File: src/sv/ttmc_pkg.sv
`timescale 1ns / 1ps
package ttmc_pkg;

    localparam int ADC_BITS        = 12;
    localparam int DUTY_WRAP       = 6249;
    localparam int DEBOUNCE_TICKS  = 25;
    localparam int HISTORY_DEPTH   = 8;

    localparam int DUTY_W          = 13;
    localparam int CUR_W           = 16;
    localparam int DB_W            = 5;
    localparam int IN_W            = 32;
    localparam int OUT_W           = 56;
    localparam int ADDR_W          = 5;

    localparam int DUTY_MIN_DITHER = (DUTY_WRAP * 3) / 10;
    localparam int SOFT_K          = 5 * DUTY_WRAP;
    localparam longint NUM_K       = 64'd1408000;
    localparam int DEN_K           = 111 * (1 << ADC_BITS);

    localparam int DIV_N_W         = 48;
    localparam int DIV_D_W         = 32;
    localparam int DIV_Q_W         = 17;

    localparam logic [2:0] MODE_IDLE     = 3'd0;
    localparam logic [2:0] MODE_START    = 3'd1;
    localparam logic [2:0] MODE_RUN      = 3'd2;
    localparam logic [2:0] MODE_DITHER   = 3'd3;
    localparam logic [2:0] MODE_STOPPING = 3'd4;
    localparam logic [2:0] MODE_STOPPED  = 3'd5;
    localparam logic [2:0] MODE_FAULT    = 3'd6;

    localparam logic [2:0] TRIP_NONE     = 3'd0;
    localparam logic [2:0] TRIP_HARD     = 3'd1;
    localparam logic [2:0] TRIP_OVER     = 3'd2;
    localparam logic [2:0] TRIP_SLOPE    = 3'd3;
    localparam logic [2:0] TRIP_DRIVER   = 3'd4;

    localparam logic [2:0] REG_THRESHOLD_MIN = 3'd0;
    localparam logic [2:0] REG_THRESHOLD_MAX = 3'd1;
    localparam logic [2:0] REG_HARD_LIMIT    = 3'd2;
    localparam logic [2:0] REG_SLOPE_TRIP    = 3'd3;
    localparam logic [2:0] REG_CONFIRM       = 3'd4;
    localparam logic [2:0] REG_SOFT_START    = 3'd5;
    localparam logic [2:0] REG_COOLDOWN      = 3'd6;
    localparam logic [2:0] REG_HOLDOFF       = 3'd7;

    typedef struct packed {
        logic [15:0] threshold_min;
        logic [15:0] threshold_max;
        logic [15:0] hard_limit;
        logic [15:0] slope_trip;
        logic [7:0]  confirm_ticks;
        logic [15:0] soft_start_ticks;
        logic [15:0] cooldown_ticks;
        logic [15:0] fault_holdoff_ticks;
    } ttmc_cfg_t;

endpackage

File: src/sv/torque_trip_motor_controller.sv
`timescale 1ns / 1ps
// Torque-trip motor controller, one input beat per 1 ms control tick. Each beat
// debounces the trigger and direction buttons, estimates motor current from the
// sense count over the applied duty, filters it, and steps the idle / soft-start /
// run / dither / brake / stopped / fault sequence; it returns one result beat.
// A beat is accepted, then runs through the core states to result valid: one 17-step
// restoring divider is shared by the current estimate and by the ramp or dither
// duty, and each division holds it until done. Below 10 % duty the estimate is
// held and no estimate division runs. The block takes no new beat until the
// previous result has been taken. Currents are Q8.8 amps.
module torque_trip_motor_controller
    import ttmc_pkg::*;
#(
    parameter int HISTORY_DEPTH_P = HISTORY_DEPTH
)
(
    input  logic              clk,
    input  logic              rst_n,
    input  logic              psel,
    input  logic              penable,
    input  logic              pwrite,
    input  logic [ADDR_W-1:0] paddr,
    input  logic [31:0]       pwdata,
    output logic [31:0]       prdata,
    output logic              pready,
    input  logic              s_tvalid,
    output logic              s_tready,
    // sense_counts[11:0], pot_counts[23:12], trigger_raw[24], cw_raw[25],
    // ccw_raw[26], fault_in[27]
    input  logic [IN_W-1:0]   s_tdata,
    output logic              m_tvalid,
    input  logic              m_tready,
    // ctrl_state[2:0], duty_out[15:3], dir_out[16], awake_out[17],
    // trip_reason[20:18], current_est[36:21], threshold_now[52:37]
    output logic [OUT_W-1:0]  m_tdata
);

    ttmc_cfg_t  cfg_reg, cfg_next;
    logic       wr;
    logic [2:0] idx;

    assign pready = 1'b1;
    assign wr     = psel && penable && pwrite;
    assign idx    = paddr[4:2];

    always_comb
    begin
        cfg_next = cfg_reg;
        if (wr)
        begin
            case (idx)
                REG_THRESHOLD_MIN: cfg_next.threshold_min       = pwdata[15:0];
                REG_THRESHOLD_MAX: cfg_next.threshold_max       = pwdata[15:0];
                REG_HARD_LIMIT:    cfg_next.hard_limit          = pwdata[15:0];
                REG_SLOPE_TRIP:    cfg_next.slope_trip          = pwdata[15:0];
                REG_CONFIRM:       cfg_next.confirm_ticks       = pwdata[7:0];
                REG_SOFT_START:    cfg_next.soft_start_ticks    = pwdata[15:0];
                REG_COOLDOWN:      cfg_next.cooldown_ticks      = pwdata[15:0];
                REG_HOLDOFF:       cfg_next.fault_holdoff_ticks = pwdata[15:0];
                default:           cfg_next = cfg_reg;
            endcase
        end
    end

    always_comb
    begin
        case (idx)
            REG_THRESHOLD_MIN: prdata = 32'(cfg_reg.threshold_min);
            REG_THRESHOLD_MAX: prdata = 32'(cfg_reg.threshold_max);
            REG_HARD_LIMIT:    prdata = 32'(cfg_reg.hard_limit);
            REG_SLOPE_TRIP:    prdata = 32'(cfg_reg.slope_trip);
            REG_CONFIRM:       prdata = 32'(cfg_reg.confirm_ticks);
            REG_SOFT_START:    prdata = 32'(cfg_reg.soft_start_ticks);
            REG_COOLDOWN:      prdata = 32'(cfg_reg.cooldown_ticks);
            REG_HOLDOFF:       prdata = 32'(cfg_reg.fault_holdoff_ticks);
            default:           prdata = '0;
        endcase
    end

    always_ff @(posedge clk or negedge rst_n)
    begin
        if (!rst_n)
        begin
            cfg_reg.threshold_min       <= 16'd512;
            cfg_reg.threshold_max       <= 16'd2560;
            cfg_reg.hard_limit          <= 16'd3584;
            cfg_reg.slope_trip          <= 16'd1024;
            cfg_reg.confirm_ticks       <= 8'd5;
            cfg_reg.soft_start_ticks    <= 16'd200;
            cfg_reg.cooldown_ticks      <= 16'd300;
            cfg_reg.fault_holdoff_ticks <= 16'd150;
        end
        else
        begin
            cfg_reg <= cfg_next;
        end
    end

    ttmc_core #(
        .HISTORY_DEPTH_P (HISTORY_DEPTH_P)
    ) u_core (
        .clk      (clk),
        .rst_n    (rst_n),
        .cfg      (cfg_reg),
        .s_tvalid (s_tvalid),
        .s_tready (s_tready),
        .s_tdata  (s_tdata),
        .m_tvalid (m_tvalid),
        .m_tready (m_tready),
        .m_tdata  (m_tdata)
    );

endmodule

File: src/sv/ttmc_div.sv
`timescale 1ns / 1ps
module ttmc_div
    import ttmc_pkg::*;
(
    input  logic               clk,
    input  logic               rst_n,
    input  logic               start,
    input  logic [DIV_N_W-1:0] dividend,
    input  logic [DIV_D_W-1:0] divisor,
    output logic               done,
    output logic [DIV_Q_W-1:0] quotient
);

    logic [DIV_N_W-1:0] rem_reg, rem_next;
    logic [DIV_N_W-1:0] dsh_reg, dsh_next;
    logic [DIV_Q_W-1:0] q_reg, q_next;
    logic [4:0]         cnt_reg, cnt_next;
    logic               run_reg, run_next;
    logic               done_reg, done_next;
    logic               fits;

    assign fits = rem_reg >= dsh_reg;

    always_comb
    begin
        rem_next  = rem_reg;
        dsh_next  = dsh_reg;
        q_next    = q_reg;
        cnt_next  = cnt_reg;
        run_next  = run_reg;
        done_next = 1'b0;
        if (start)
        begin
            rem_next = dividend;
            dsh_next = {divisor, {(DIV_Q_W-1){1'b0}}};
            q_next   = '0;
            cnt_next = 5'(DIV_Q_W - 1);
            run_next = 1'b1;
        end
        else if (run_reg)
        begin
            if (fits)
            begin
                rem_next = rem_reg - dsh_reg;
            end
            q_next   = {q_reg[DIV_Q_W-2:0], fits};
            dsh_next = dsh_reg >> 1;
            if (cnt_reg == 5'd0)
            begin
                run_next  = 1'b0;
                done_next = 1'b1;
            end
            else
            begin
                cnt_next = cnt_reg - 5'd1;
            end
        end
    end

    always_ff @(posedge clk or negedge rst_n)
    begin
        if (!rst_n)
        begin
            run_reg  <= 1'b0;
            done_reg <= 1'b0;
            cnt_reg  <= '0;
        end
        else
        begin
            run_reg  <= run_next;
            done_reg <= done_next;
            cnt_reg  <= cnt_next;
        end
    end

    always_ff @(posedge clk)
    begin
        rem_reg <= rem_next;
        dsh_reg <= dsh_next;
        q_reg   <= q_next;
    end

    assign done     = done_reg;
    assign quotient = q_reg;

endmodule

File: src/sv/ttmc_debounce.sv
`timescale 1ns / 1ps
module ttmc_debounce
    import ttmc_pkg::*;
(
    input  logic clk,
    input  logic rst_n,
    input  logic tick,
    input  logic raw,
    output logic stable
);

    logic            last_reg, last_next;
    logic            stable_reg, stable_next;
    logic [DB_W-1:0] timer_reg, timer_next;

    always_comb
    begin
        last_next   = last_reg;
        timer_next  = timer_reg;
        stable_next = stable_reg;
        if (tick)
        begin
            if (raw != last_reg)
            begin
                last_next  = raw;
                timer_next = '0;
            end
            else if (timer_reg < DB_W'(DEBOUNCE_TICKS))
            begin
                timer_next = timer_reg + 1'b1;
            end
            if (timer_next >= DB_W'(DEBOUNCE_TICKS))
            begin
                stable_next = raw;
            end
        end
    end

    always_ff @(posedge clk or negedge rst_n)
    begin
        if (!rst_n)
        begin
            last_reg   <= 1'b0;
            stable_reg <= 1'b0;
            timer_reg  <= '0;
        end
        else
        begin
            last_reg   <= last_next;
            stable_reg <= stable_next;
            timer_reg  <= timer_next;
        end
    end

    assign stable = stable_reg;

endmodule

File: src/sv/ttmc_core.sv
`timescale 1ns / 1ps
module ttmc_core
    import ttmc_pkg::*;
#(
    parameter int HISTORY_DEPTH_P = HISTORY_DEPTH
)
(
    input  logic             clk,
    input  logic             rst_n,
    input  ttmc_cfg_t        cfg,
    input  logic             s_tvalid,
    output logic             s_tready,
    input  logic [IN_W-1:0]  s_tdata,
    output logic             m_tvalid,
    input  logic             m_tready,
    output logic [OUT_W-1:0] m_tdata
);

    localparam int POS_W = (HISTORY_DEPTH_P > 1) ? $clog2(HISTORY_DEPTH_P) : 1;

    localparam logic [2:0] ST_IDLE   = 3'd0;
    localparam logic [2:0] ST_MUL    = 3'd1;
    localparam logic [2:0] ST_DIV1   = 3'd2;
    localparam logic [2:0] ST_FILT   = 3'd3;
    localparam logic [2:0] ST_DECIDE = 3'd4;
    localparam logic [2:0] ST_DIV2   = 3'd5;
    localparam logic [2:0] ST_OUT    = 3'd6;

    logic [2:0]        st_reg, st_next;
    logic [24:0]       p1_reg, p1_next;
    logic [15:0]       ith_reg, ith_next;
    logic              flt_reg, flt_next;
    logic              hold_reg, hold_next;
    logic [2:0]        mode_reg, mode_next;
    logic [15:0]       filt_reg, filt_next;
    logic [15:0]       hist_reg [HISTORY_DEPTH_P];
    logic [15:0]       hist_next [HISTORY_DEPTH_P];
    logic [POS_W-1:0]  pos_reg, pos_next;
    logic [7:0]        over_reg, over_next;
    logic [15:0]       hcnt_reg, hcnt_next;
    logic [15:0]       phase_reg, phase_next;
    logic [DUTY_W-1:0] duty_reg, duty_next;
    logic              dirl_reg, dirl_next;
    logic              dirp_reg, dirp_next;
    logic [2:0]        reason_reg, reason_next;
    logic              fentry_reg, fentry_next;
    logic              mval_reg, mval_next;
    logic [OUT_W-1:0]  mdata_reg, mdata_next;

    logic               accept;
    logic [2:0]         stable;
    logic               bt;
    logic               div_start, div_done;
    logic [DIV_N_W-1:0] div_dividend;
    logic [DIV_D_W-1:0] div_divisor;
    logic [DIV_Q_W-1:0] div_q;

    logic [11:0] sense, pot;
    logic        thr_up;
    logic [15:0] thr_diff;
    logic [27:0] thr_prod;
    logic [15:0] thr_step;
    logic [15:0] ith_calc;

    logic [DIV_Q_W-1:0] q_off;
    logic [15:0]        raw_est;
    logic [17:0]        filt_sum;

    logic [18:0] five_f, four_ith, three_ith;
    logic [15:0] gap;
    logic [21:0] fifty_gap, three_ith_w;
    logic [30:0] soft_num;
    logic [28:0] ramp_num;
    logic [15:0] pt_inc, hcnt_inc;
    logic [7:0]  over_inc, over_new;
    logic [17:0] slope_diff;
    logic        slope_hit;
    logic        dp;
    logic        do_soft;
    logic        awake;

    assign accept = s_tvalid && s_tready;
    assign s_tready = (st_reg == ST_IDLE) && !mval_reg;
    assign m_tvalid = mval_reg;
    assign m_tdata  = mdata_reg;
    assign bt = stable[0];

    genvar g;
    for (g = 0; g < 3; g++)
    begin : g_btn
        ttmc_debounce u_db (
            .clk    (clk),
            .rst_n  (rst_n),
            .tick   (accept),
            .raw    (s_tdata[24+g]),
            .stable (stable[g])
        );
    end

    ttmc_div u_div (
        .clk      (clk),
        .rst_n    (rst_n),
        .start    (div_start),
        .dividend (div_dividend),
        .divisor  (div_divisor),
        .done     (div_done),
        .quotient (div_q)
    );

    assign sense    = s_tdata[11:0];
    assign pot      = s_tdata[23:12];
    assign thr_up   = cfg.threshold_max >= cfg.threshold_min;
    assign thr_diff = thr_up ? (cfg.threshold_max - cfg.threshold_min)
                             : (cfg.threshold_min - cfg.threshold_max);
    assign thr_prod = 28'(pot) * 28'(thr_diff);
    assign thr_step = thr_prod[ADC_BITS+15:ADC_BITS];
    assign ith_calc = thr_up ? (cfg.threshold_min + thr_step)
                             : (cfg.threshold_min - thr_step);

    assign q_off    = div_q - DIV_Q_W'(128);
    assign raw_est  = hold_reg ? filt_reg :
                      (div_q < DIV_Q_W'(128)) ? 16'd0 :
                      (q_off > DIV_Q_W'(65535)) ? 16'hFFFF : q_off[15:0];
    assign filt_sum = 18'(filt_reg) * 18'd3 + 18'(raw_est);

    assign five_f      = 19'(filt_reg) * 19'd5;
    assign four_ith    = 19'(ith_reg) * 19'd4;
    assign three_ith   = 19'(ith_reg) * 19'd3;
    assign gap         = ith_reg - filt_reg;
    assign fifty_gap   = 22'(gap) * 22'd50;
    assign three_ith_w = 22'(ith_reg) * 22'd3;
    assign soft_num    = 31'(gap) * 31'(SOFT_K);
    assign pt_inc      = (phase_reg == 16'hFFFF) ? phase_reg : phase_reg + 16'd1;
    assign ramp_num    = 29'(pt_inc) * 29'(DUTY_WRAP);
    assign hcnt_inc    = (hcnt_reg == 16'hFFFF) ? hcnt_reg : hcnt_reg + 16'd1;
    assign over_inc    = (over_reg == 8'hFF) ? over_reg : over_reg + 8'd1;
    assign over_new    = (filt_reg >= ith_reg) ? over_inc : 8'd0;
    assign slope_diff  = {2'b00, filt_reg} - {2'b00, hist_reg[pos_reg]};
    assign slope_hit   = $signed(slope_diff) >= $signed({2'b00, cfg.slope_trip});

    assign awake = (mode_reg >= MODE_START && mode_reg <= MODE_STOPPING) || fentry_reg;

    always_comb
    begin
        st_next      = st_reg;
        p1_next      = p1_reg;
        ith_next     = ith_reg;
        flt_next     = flt_reg;
        hold_next    = hold_reg;
        mode_next    = mode_reg;
        filt_next    = filt_reg;
        hist_next    = hist_reg;
        pos_next     = pos_reg;
        over_next    = over_reg;
        hcnt_next    = hcnt_reg;
        phase_next   = phase_reg;
        duty_next    = duty_reg;
        dirl_next    = dirl_reg;
        dirp_next    = dirp_reg;
        reason_next  = reason_reg;
        fentry_next  = fentry_reg;
        mval_next    = mval_reg;
        mdata_next   = mdata_reg;
        div_start    = 1'b0;
        div_dividend = '0;
        div_divisor  = '0;
        dp           = dirp_reg;
        do_soft      = 1'b0;

        if (mval_reg && m_tready)
        begin
            mval_next = 1'b0;
        end

        case (st_reg)
            ST_IDLE:
            begin
                if (accept)
                begin
                    flt_next = s_tdata[27];
                    p1_next  = 25'(sense) * 25'(DUTY_WRAP);
                    ith_next = ith_calc;
                    st_next  = ST_MUL;
                end
            end
            ST_MUL:
            begin
                if (17'(duty_reg) * 17'd10 < 17'(DUTY_WRAP))
                begin
                    hold_next = 1'b1;
                    st_next   = ST_FILT;
                end
                else
                begin
                    hold_next    = 1'b0;
                    div_start    = 1'b1;
                    div_dividend = DIV_N_W'(p1_reg) * DIV_N_W'(NUM_K);
                    div_divisor  = DIV_D_W'(duty_reg) * DIV_D_W'(DEN_K);
                    st_next      = ST_DIV1;
                end
            end
            ST_DIV1:
            begin
                if (div_done)
                begin
                    st_next = ST_FILT;
                end
            end
            ST_FILT:
            begin
                filt_next          = filt_sum[17:2];
                hist_next[pos_reg] = filt_sum[17:2];
                pos_next = (pos_reg == POS_W'(HISTORY_DEPTH_P - 1)) ? '0 : pos_reg + 1'b1;
                st_next  = ST_DECIDE;
            end
            ST_DECIDE:
            begin
                st_next     = ST_OUT;
                reason_next = TRIP_NONE;
                fentry_next = 1'b0;
                if (mode_reg == MODE_IDLE || mode_reg == MODE_STOPPED ||
                    mode_reg == MODE_FAULT)
                begin
                    if (stable[1] && !stable[2])
                    begin
                        dp = 1'b1;
                    end
                    else if (stable[2] && !stable[1])
                    begin
                        dp = 1'b0;
                    end
                end
                dirp_next = dp;

                if (flt_reg && mode_reg != MODE_FAULT)
                begin
                    duty_next   = '0;
                    hcnt_next   = '0;
                    mode_next   = MODE_FAULT;
                    reason_next = TRIP_DRIVER;
                    fentry_next = 1'b1;
                end
                else
                begin
                    case (mode_reg)
                        MODE_IDLE:
                        begin
                            if (bt)
                            begin
                                dirl_next  = dp;
                                duty_next  = '0;
                                filt_next  = '0;
                                for (int k = 0; k < HISTORY_DEPTH_P; k++)
                                begin
                                    hist_next[k] = '0;
                                end
                                over_next  = '0;
                                phase_next = '0;
                                mode_next  = MODE_START;
                            end
                        end
                        MODE_START:
                        begin
                            if (!bt || filt_reg >= cfg.hard_limit)
                            begin
                                duty_next  = '0;
                                phase_next = '0;
                                mode_next  = MODE_STOPPING;
                                if (bt)
                                begin
                                    reason_next = TRIP_HARD;
                                end
                            end
                            else if (pt_inc >= cfg.soft_start_ticks)
                            begin
                                phase_next = pt_inc;
                                duty_next  = DUTY_W'(DUTY_WRAP);
                                mode_next  = MODE_RUN;
                            end
                            else
                            begin
                                phase_next   = pt_inc;
                                div_start    = 1'b1;
                                div_dividend = DIV_N_W'(ramp_num);
                                div_divisor  = DIV_D_W'(cfg.soft_start_ticks);
                                st_next      = ST_DIV2;
                            end
                        end
                        MODE_RUN, MODE_DITHER:
                        begin
                            if (!bt)
                            begin
                                duty_next  = '0;
                                phase_next = '0;
                                mode_next  = MODE_STOPPING;
                            end
                            else if (filt_reg >= cfg.hard_limit)
                            begin
                                duty_next   = '0;
                                phase_next  = '0;
                                mode_next   = MODE_STOPPING;
                                reason_next = TRIP_HARD;
                            end
                            else
                            begin
                                over_next = over_new;
                                if (filt_reg >= ith_reg && over_new >= cfg.confirm_ticks)
                                begin
                                    duty_next   = '0;
                                    phase_next  = '0;
                                    mode_next   = MODE_STOPPING;
                                    reason_next = TRIP_OVER;
                                end
                                else if (slope_hit)
                                begin
                                    duty_next   = '0;
                                    phase_next  = '0;
                                    mode_next   = MODE_STOPPING;
                                    reason_next = TRIP_SLOPE;
                                end
                                else if (mode_reg == MODE_RUN)
                                begin
                                    if (five_f > four_ith)
                                    begin
                                        mode_next = MODE_DITHER;
                                        do_soft   = 1'b1;
                                    end
                                    else
                                    begin
                                        duty_next = DUTY_W'(DUTY_WRAP);
                                    end
                                end
                                else if (five_f < three_ith)
                                begin
                                    mode_next = MODE_RUN;
                                    duty_next = DUTY_W'(DUTY_WRAP);
                                end
                                else
                                begin
                                    do_soft = 1'b1;
                                end
                            end
                            if (do_soft)
                            begin
                                if (five_f <= four_ith)
                                begin
                                    duty_next = DUTY_W'(DUTY_WRAP);
                                end
                                else if (filt_reg >= ith_reg || fifty_gap < three_ith_w)
                                begin
                                    duty_next = DUTY_W'(DUTY_MIN_DITHER);
                                end
                                else
                                begin
                                    div_start    = 1'b1;
                                    div_dividend = DIV_N_W'(soft_num);
                                    div_divisor  = DIV_D_W'(ith_reg);
                                    st_next      = ST_DIV2;
                                end
                            end
                        end
                        MODE_STOPPING:
                        begin
                            phase_next = pt_inc;
                            if (pt_inc >= cfg.cooldown_ticks)
                            begin
                                duty_next = '0;
                                mode_next = MODE_STOPPED;
                            end
                        end
                        MODE_STOPPED:
                        begin
                            if (!bt)
                            begin
                                mode_next = MODE_IDLE;
                            end
                        end
                        MODE_FAULT:
                        begin
                            duty_next = '0;
                            if (!flt_reg)
                            begin
                                hcnt_next = hcnt_inc;
                                if (hcnt_inc >= cfg.fault_holdoff_ticks && !bt)
                                begin
                                    hcnt_next = '0;
                                    mode_next = MODE_IDLE;
                                end
                            end
                            else
                            begin
                                hcnt_next = '0;
                            end
                        end
                        default:
                        begin
                            duty_next = '0;
                            mode_next = MODE_IDLE;
                        end
                    endcase
                end
            end
            ST_DIV2:
            begin
                if (div_done)
                begin
                    duty_next = div_q[DUTY_W-1:0];
                    st_next   = ST_OUT;
                end
            end
            ST_OUT:
            begin
                mval_next  = 1'b1;
                mdata_next = {3'b000, ith_reg, filt_reg, reason_reg, awake, dirl_reg,
                              duty_reg, mode_reg};
                st_next    = ST_IDLE;
            end
            default:
            begin
                st_next = ST_IDLE;
            end
        endcase
    end

    always_ff @(posedge clk or negedge rst_n)
    begin
        if (!rst_n)
        begin
            st_reg     <= ST_IDLE;
            mode_reg   <= MODE_IDLE;
            filt_reg   <= '0;
            for (int k = 0; k < HISTORY_DEPTH_P; k++)
            begin
                hist_reg[k] <= '0;
            end
            pos_reg    <= '0;
            over_reg   <= '0;
            hcnt_reg   <= '0;
            phase_reg  <= '0;
            duty_reg   <= '0;
            dirl_reg   <= 1'b1;
            dirp_reg   <= 1'b1;
            reason_reg <= TRIP_NONE;
            fentry_reg <= 1'b0;
            mval_reg   <= 1'b0;
        end
        else
        begin
            st_reg     <= st_next;
            mode_reg   <= mode_next;
            filt_reg   <= filt_next;
            hist_reg   <= hist_next;
            pos_reg    <= pos_next;
            over_reg   <= over_next;
            hcnt_reg   <= hcnt_next;
            phase_reg  <= phase_next;
            duty_reg   <= duty_next;
            dirl_reg   <= dirl_next;
            dirp_reg   <= dirp_next;
            reason_reg <= reason_next;
            fentry_reg <= fentry_next;
            mval_reg   <= mval_next;
        end
    end

    always_ff @(posedge clk)
    begin
        p1_reg    <= p1_next;
        ith_reg   <= ith_next;
        flt_reg   <= flt_next;
        hold_reg  <= hold_next;
        mdata_reg <= mdata_next;
    end

endmodule
File: config.mk
export PLATFORM = sky130hd
export DESIGN_NAME = torque_trip_motor_controller
export DESIGN_NICKNAME = d
export VERILOG_FILES = /design/src/sv/ttmc_pkg.sv /design/src/sv/torque_trip_motor_controller.sv /design/src/sv/ttmc_div.sv /design/src/sv/ttmc_debounce.sv /design/src/sv/ttmc_core.sv
export SDC_FILE = /design/constraint.sdc
export NUM_CORES = 2
export LEC_CHECK = 0
export ABC_CLOCK_PERIOD_IN_PS = 10600
export BUFFER_PORTS_ARGS = -buffer_cell sky130_fd_sc_hd__buf_2
export CORE_MARGIN = 2
export CORE_UTILIZATION = 40
export DETAILED_ROUTE_END_ITERATION = 10
export GPL_TIMING_DRIVEN = 1
export PLACE_DENSITY_LB_ADDON = 0.25
export SLEW_MARGIN = 20
export SYNTH_ARGS = -nofsm -noshare
export SYNTH_HDL_FRONTEND = slang
export SYNTH_SLANG_ARGS = --single-unit
File: constraint.sdc
create_clock -name clk -period 10.6 [get_ports clk]
set_clock_uncertainty 0.1 [all_clocks]
set_input_delay 1.59 -clock clk [delete_from_list [all_inputs] [get_ports clk]]
set_output_delay 1.59 -clock clk [all_outputs]
set_load 0.05 [all_outputs]
==> run_results.csv <==
group,metric,value,unit
status,outcome,"finished clean",
setup_path,cp.required,10.91,ns
setup_path,r2r-end,"u_core.ith_reg[15]",
sta,hold_slack,0.358,ns
setup_path,worst-path-buf-inv,6,
setup_path,rrSetupSlack,0.50,ns
cells_and_area,layout_common_cells,"976 x inv_1, 937 x ha_1, 651 x nand2_1",
grt,grt_pass1_wl,289000,um
sta,max_slew_margin,22.1,%
clock_network,root_buffer,"clkbuf_16",
floorplan,io_pins,167,
setup_path,reg2reg_depth,42,
setup_path,worst_path_max_delay_cell,"fa_1",
cells_and_area,finalNetCount,8494,
logic_synthesis,syn_area,0.0633,sq mm
logic_synthesis,synth_cell_types,115,
logic_synthesis,synth_flop_cell,"dfrtp_1",
drt,routed.top_layer,"met5",
setup_path,cp_top_family,"adder cells",
drt,vias,50300,
min_path,hp-class,"flip-flop to flip-flop",
cells_and_area,final_common_cell,"inv_1",
logic_synthesis,synth_edf_count,176,
setup_path,cpMostUsedCell,"a21o_1",
floorplan,fp.dieH,402,um
clock_network,cts_buffers,70,
setup_path,critical_path_class,"flip-flop to flip-flop",
floorplan,dieArea,0.161,sq mm
setup_path,crit_arrival,10.40,ns
drt,drc,0,
sta,worst_slew_pin_slew,1.16,ns
clock_network,clk_pin_slew,0.06,ns
drt,dr_wl_met2,83800,um
clock_network,htree_levels,3,
drt,drtPass1Iterations,6,
flow_run,maxCapViolations,0,
grt,antenna_found_initial,5,
drt,wl_met3,9890,um
sta,tns,0,ns
drt,drtAntennaViolNets,0,
cells_and_area,drive_gt1_share,7.56,%
clock_network,clk_latency,0.69,ns
grt,track_usage,22.6,%
placement,placed_cell_area,0.0666,sq mm
drt,drt_wl_total,182000,um
setup_path,cpPeakStageDelay,0.54,ns
placement,place.gp.congestion,0.912,
cells_and_area,diodes,0,
placement,hpwl,143000,um
floorplan,die_x,402,um
sta,hold_viol_final,0,
setup_path,worstPathMaxFanout,7,
grt,grt_pass1_vias,50800,
drt,via_per_inst,5.52,
logic_synthesis,postSynthAreaPerCell,9.21,sq um
clock_network,cts_sinks,569,
clock_network,clockBufferDepth,3,
grt,grt_overflow,0,
min_path,min_from,"u_core.reason_reg[0]",
clock_network,cts_tree,"yes",
placement,placed_cells,8973,
logic_synthesis,synth_sequential_area_ratio,23.7,%
min_path,holdPathStages,0,
floorplan,rows,145,
logic_synthesis,async_flop_share,63.3,%
sta,rsz0062_at_grt,"no",
sta,fin_crit,10.10,ns
sta,max_freq,0.0990,GHz
cells_and_area,design_area,0.0693,sq mm
setup_path,rr_startpoint,"cfg_reg[104]",
logic_synthesis,synth_cells,6871,
logic_synthesis,yosys_warnings,0,
cells_and_area,largest_reg_flops,128,
placement,io_buffers,124,
cells_and_area,area_growth,9.48,%
sta,drv_slew,0,
setup_path,cp-start-kind,"flip-flop",
drt,drt-initial-drc-count,3605,
sta,min_period_over_period,95.3,%
floorplan,start_util,40.4,%
grt,grt_start_max_net_pins,93,
drt,wl_per_cell,20.0,um
cells_and_area,layout.cells.non_filler,9107,
floorplan,coreArea,0.157,sq mm
min_path,worstHoldEndpoint,"u_core.m_tdata[18]",
sta,setup_viol,0,
setup_path,cp-end-kind,"flip-flop",
drt,wl_met1,83600,um
logic_synthesis,ys_ff_latch,569,
==> worst reg2reg max path: cells and delay by family (launching register included) <==
family	cells	cell delay (ns)
buffers and inverters	6	0.47
adders and majority gates	9	3.84
xor gates and xnor gates	3	0.54
and+or+nand+nor	4	0.65
AOI/OAI and AO/OA	20	3.81
DFF	1	0.42
==> cell families (layout without fill, tap and decap cells) <==
group | count (synthesis) | count (layout) | share of synthesized area [%]
other | 2 | 20 | 0.0119
buffers and inverters | 1207 | 1367 | 7.40
multiplexers | 79 | 79 | 1.39
AND/OR/NAND/NOR | 1608 | 1608 | 12.1
AO/OA/AOI/OAI | 1690 | 1690 | 17.5
flip-flops | 569 | 569 | 23.7
XOR/XNOR | 289 | 289 | 4.01
adder cells (fa/ha/maj) | 1427 | 1427 | 34.0
==> per-layer routing <==
layer  vias up  global-route usage [%]
li1      24000                       -
met1     24800                    31.5
met2      1228                    37.0
met3       231                    2.91
met4         2                    6.08
met5         -                       0
==> stage by stage <==
step,utilization [%],setup slack [ns]
after global placement,42.5,-0.139
after global routing,44.2,0.0173
after detailed placement,42.5,-0.130
after floorplan,-,0.541
after CTS,44.1,0.0273
final,44.2,0.501
==> what timing repair did <==
action / 4_1_cts / 5_1_grt
gates cloned: 0 / 0
setup endpoints to repair: 2 / 5
resized for setup: 1 / 36
setup buffers: 0 / 4
hold buffers: 0 / 0
pin swaps: 0 / 6
==> synth_stat cells, types with 59 or more instances <==
master    instances  area, sq um
fa_1            486         9730
xnor2_1         195         1710
and3_1           64          400
o21ai_0         487         2440
and2_1           59          369
o21a_1           61          458
nand3_1          88          440
clkbuf_1        173          649
ha_1            941        11800
nand2_1         652         2450
inv_1           977         3670
nor2b_1          66          413
a22o_1           98          858
nor2_1          326         1220
a21oi_1         337         1690
edfxtp_1        176         5290
xor2_1           93          815
dfrtp_1         338         8460
a22oi_1          85          638
a21o_1          156         1170
o21bai_1         60          450
mux2i_1          60          601
nor3_1           86          430
nand2b_1         59          369
==> cell type report <==
type	instances	area (sq um)
Clock buffer	90	1950
Clock inverter	40	515
Fill cell	15200	87300
Inverter	978	3670
Multi-Input combinational cell	5113	43900
Sequential cell	569	15000
Tap cell	2058	2570
Timing Repair Buffer	259	1670
==> worst max path at each step <==
stage / startpoint / to / depth (start not counted)
2_1_floorplan: cfg_reg[99] / u_core.ith_reg[15] / 46
3_3_place_gp: cfg_reg[99] / u_core.ith_reg[15] / 40
3_5_place_dp: cfg_reg[99] / u_core.ith_reg[15] / 40
4_1_cts: cfg_reg[99] / u_core.ith_reg[15] / 39
5_1_grt: cfg_reg[89] / u_core.ith_reg[14] / 42
6_report: cfg_reg[104] / u_core.ith_reg[15] / 42
Power is not shown: default switching activity piles up to over one toggle a cycle in this logic, so the estimate is an artifact.
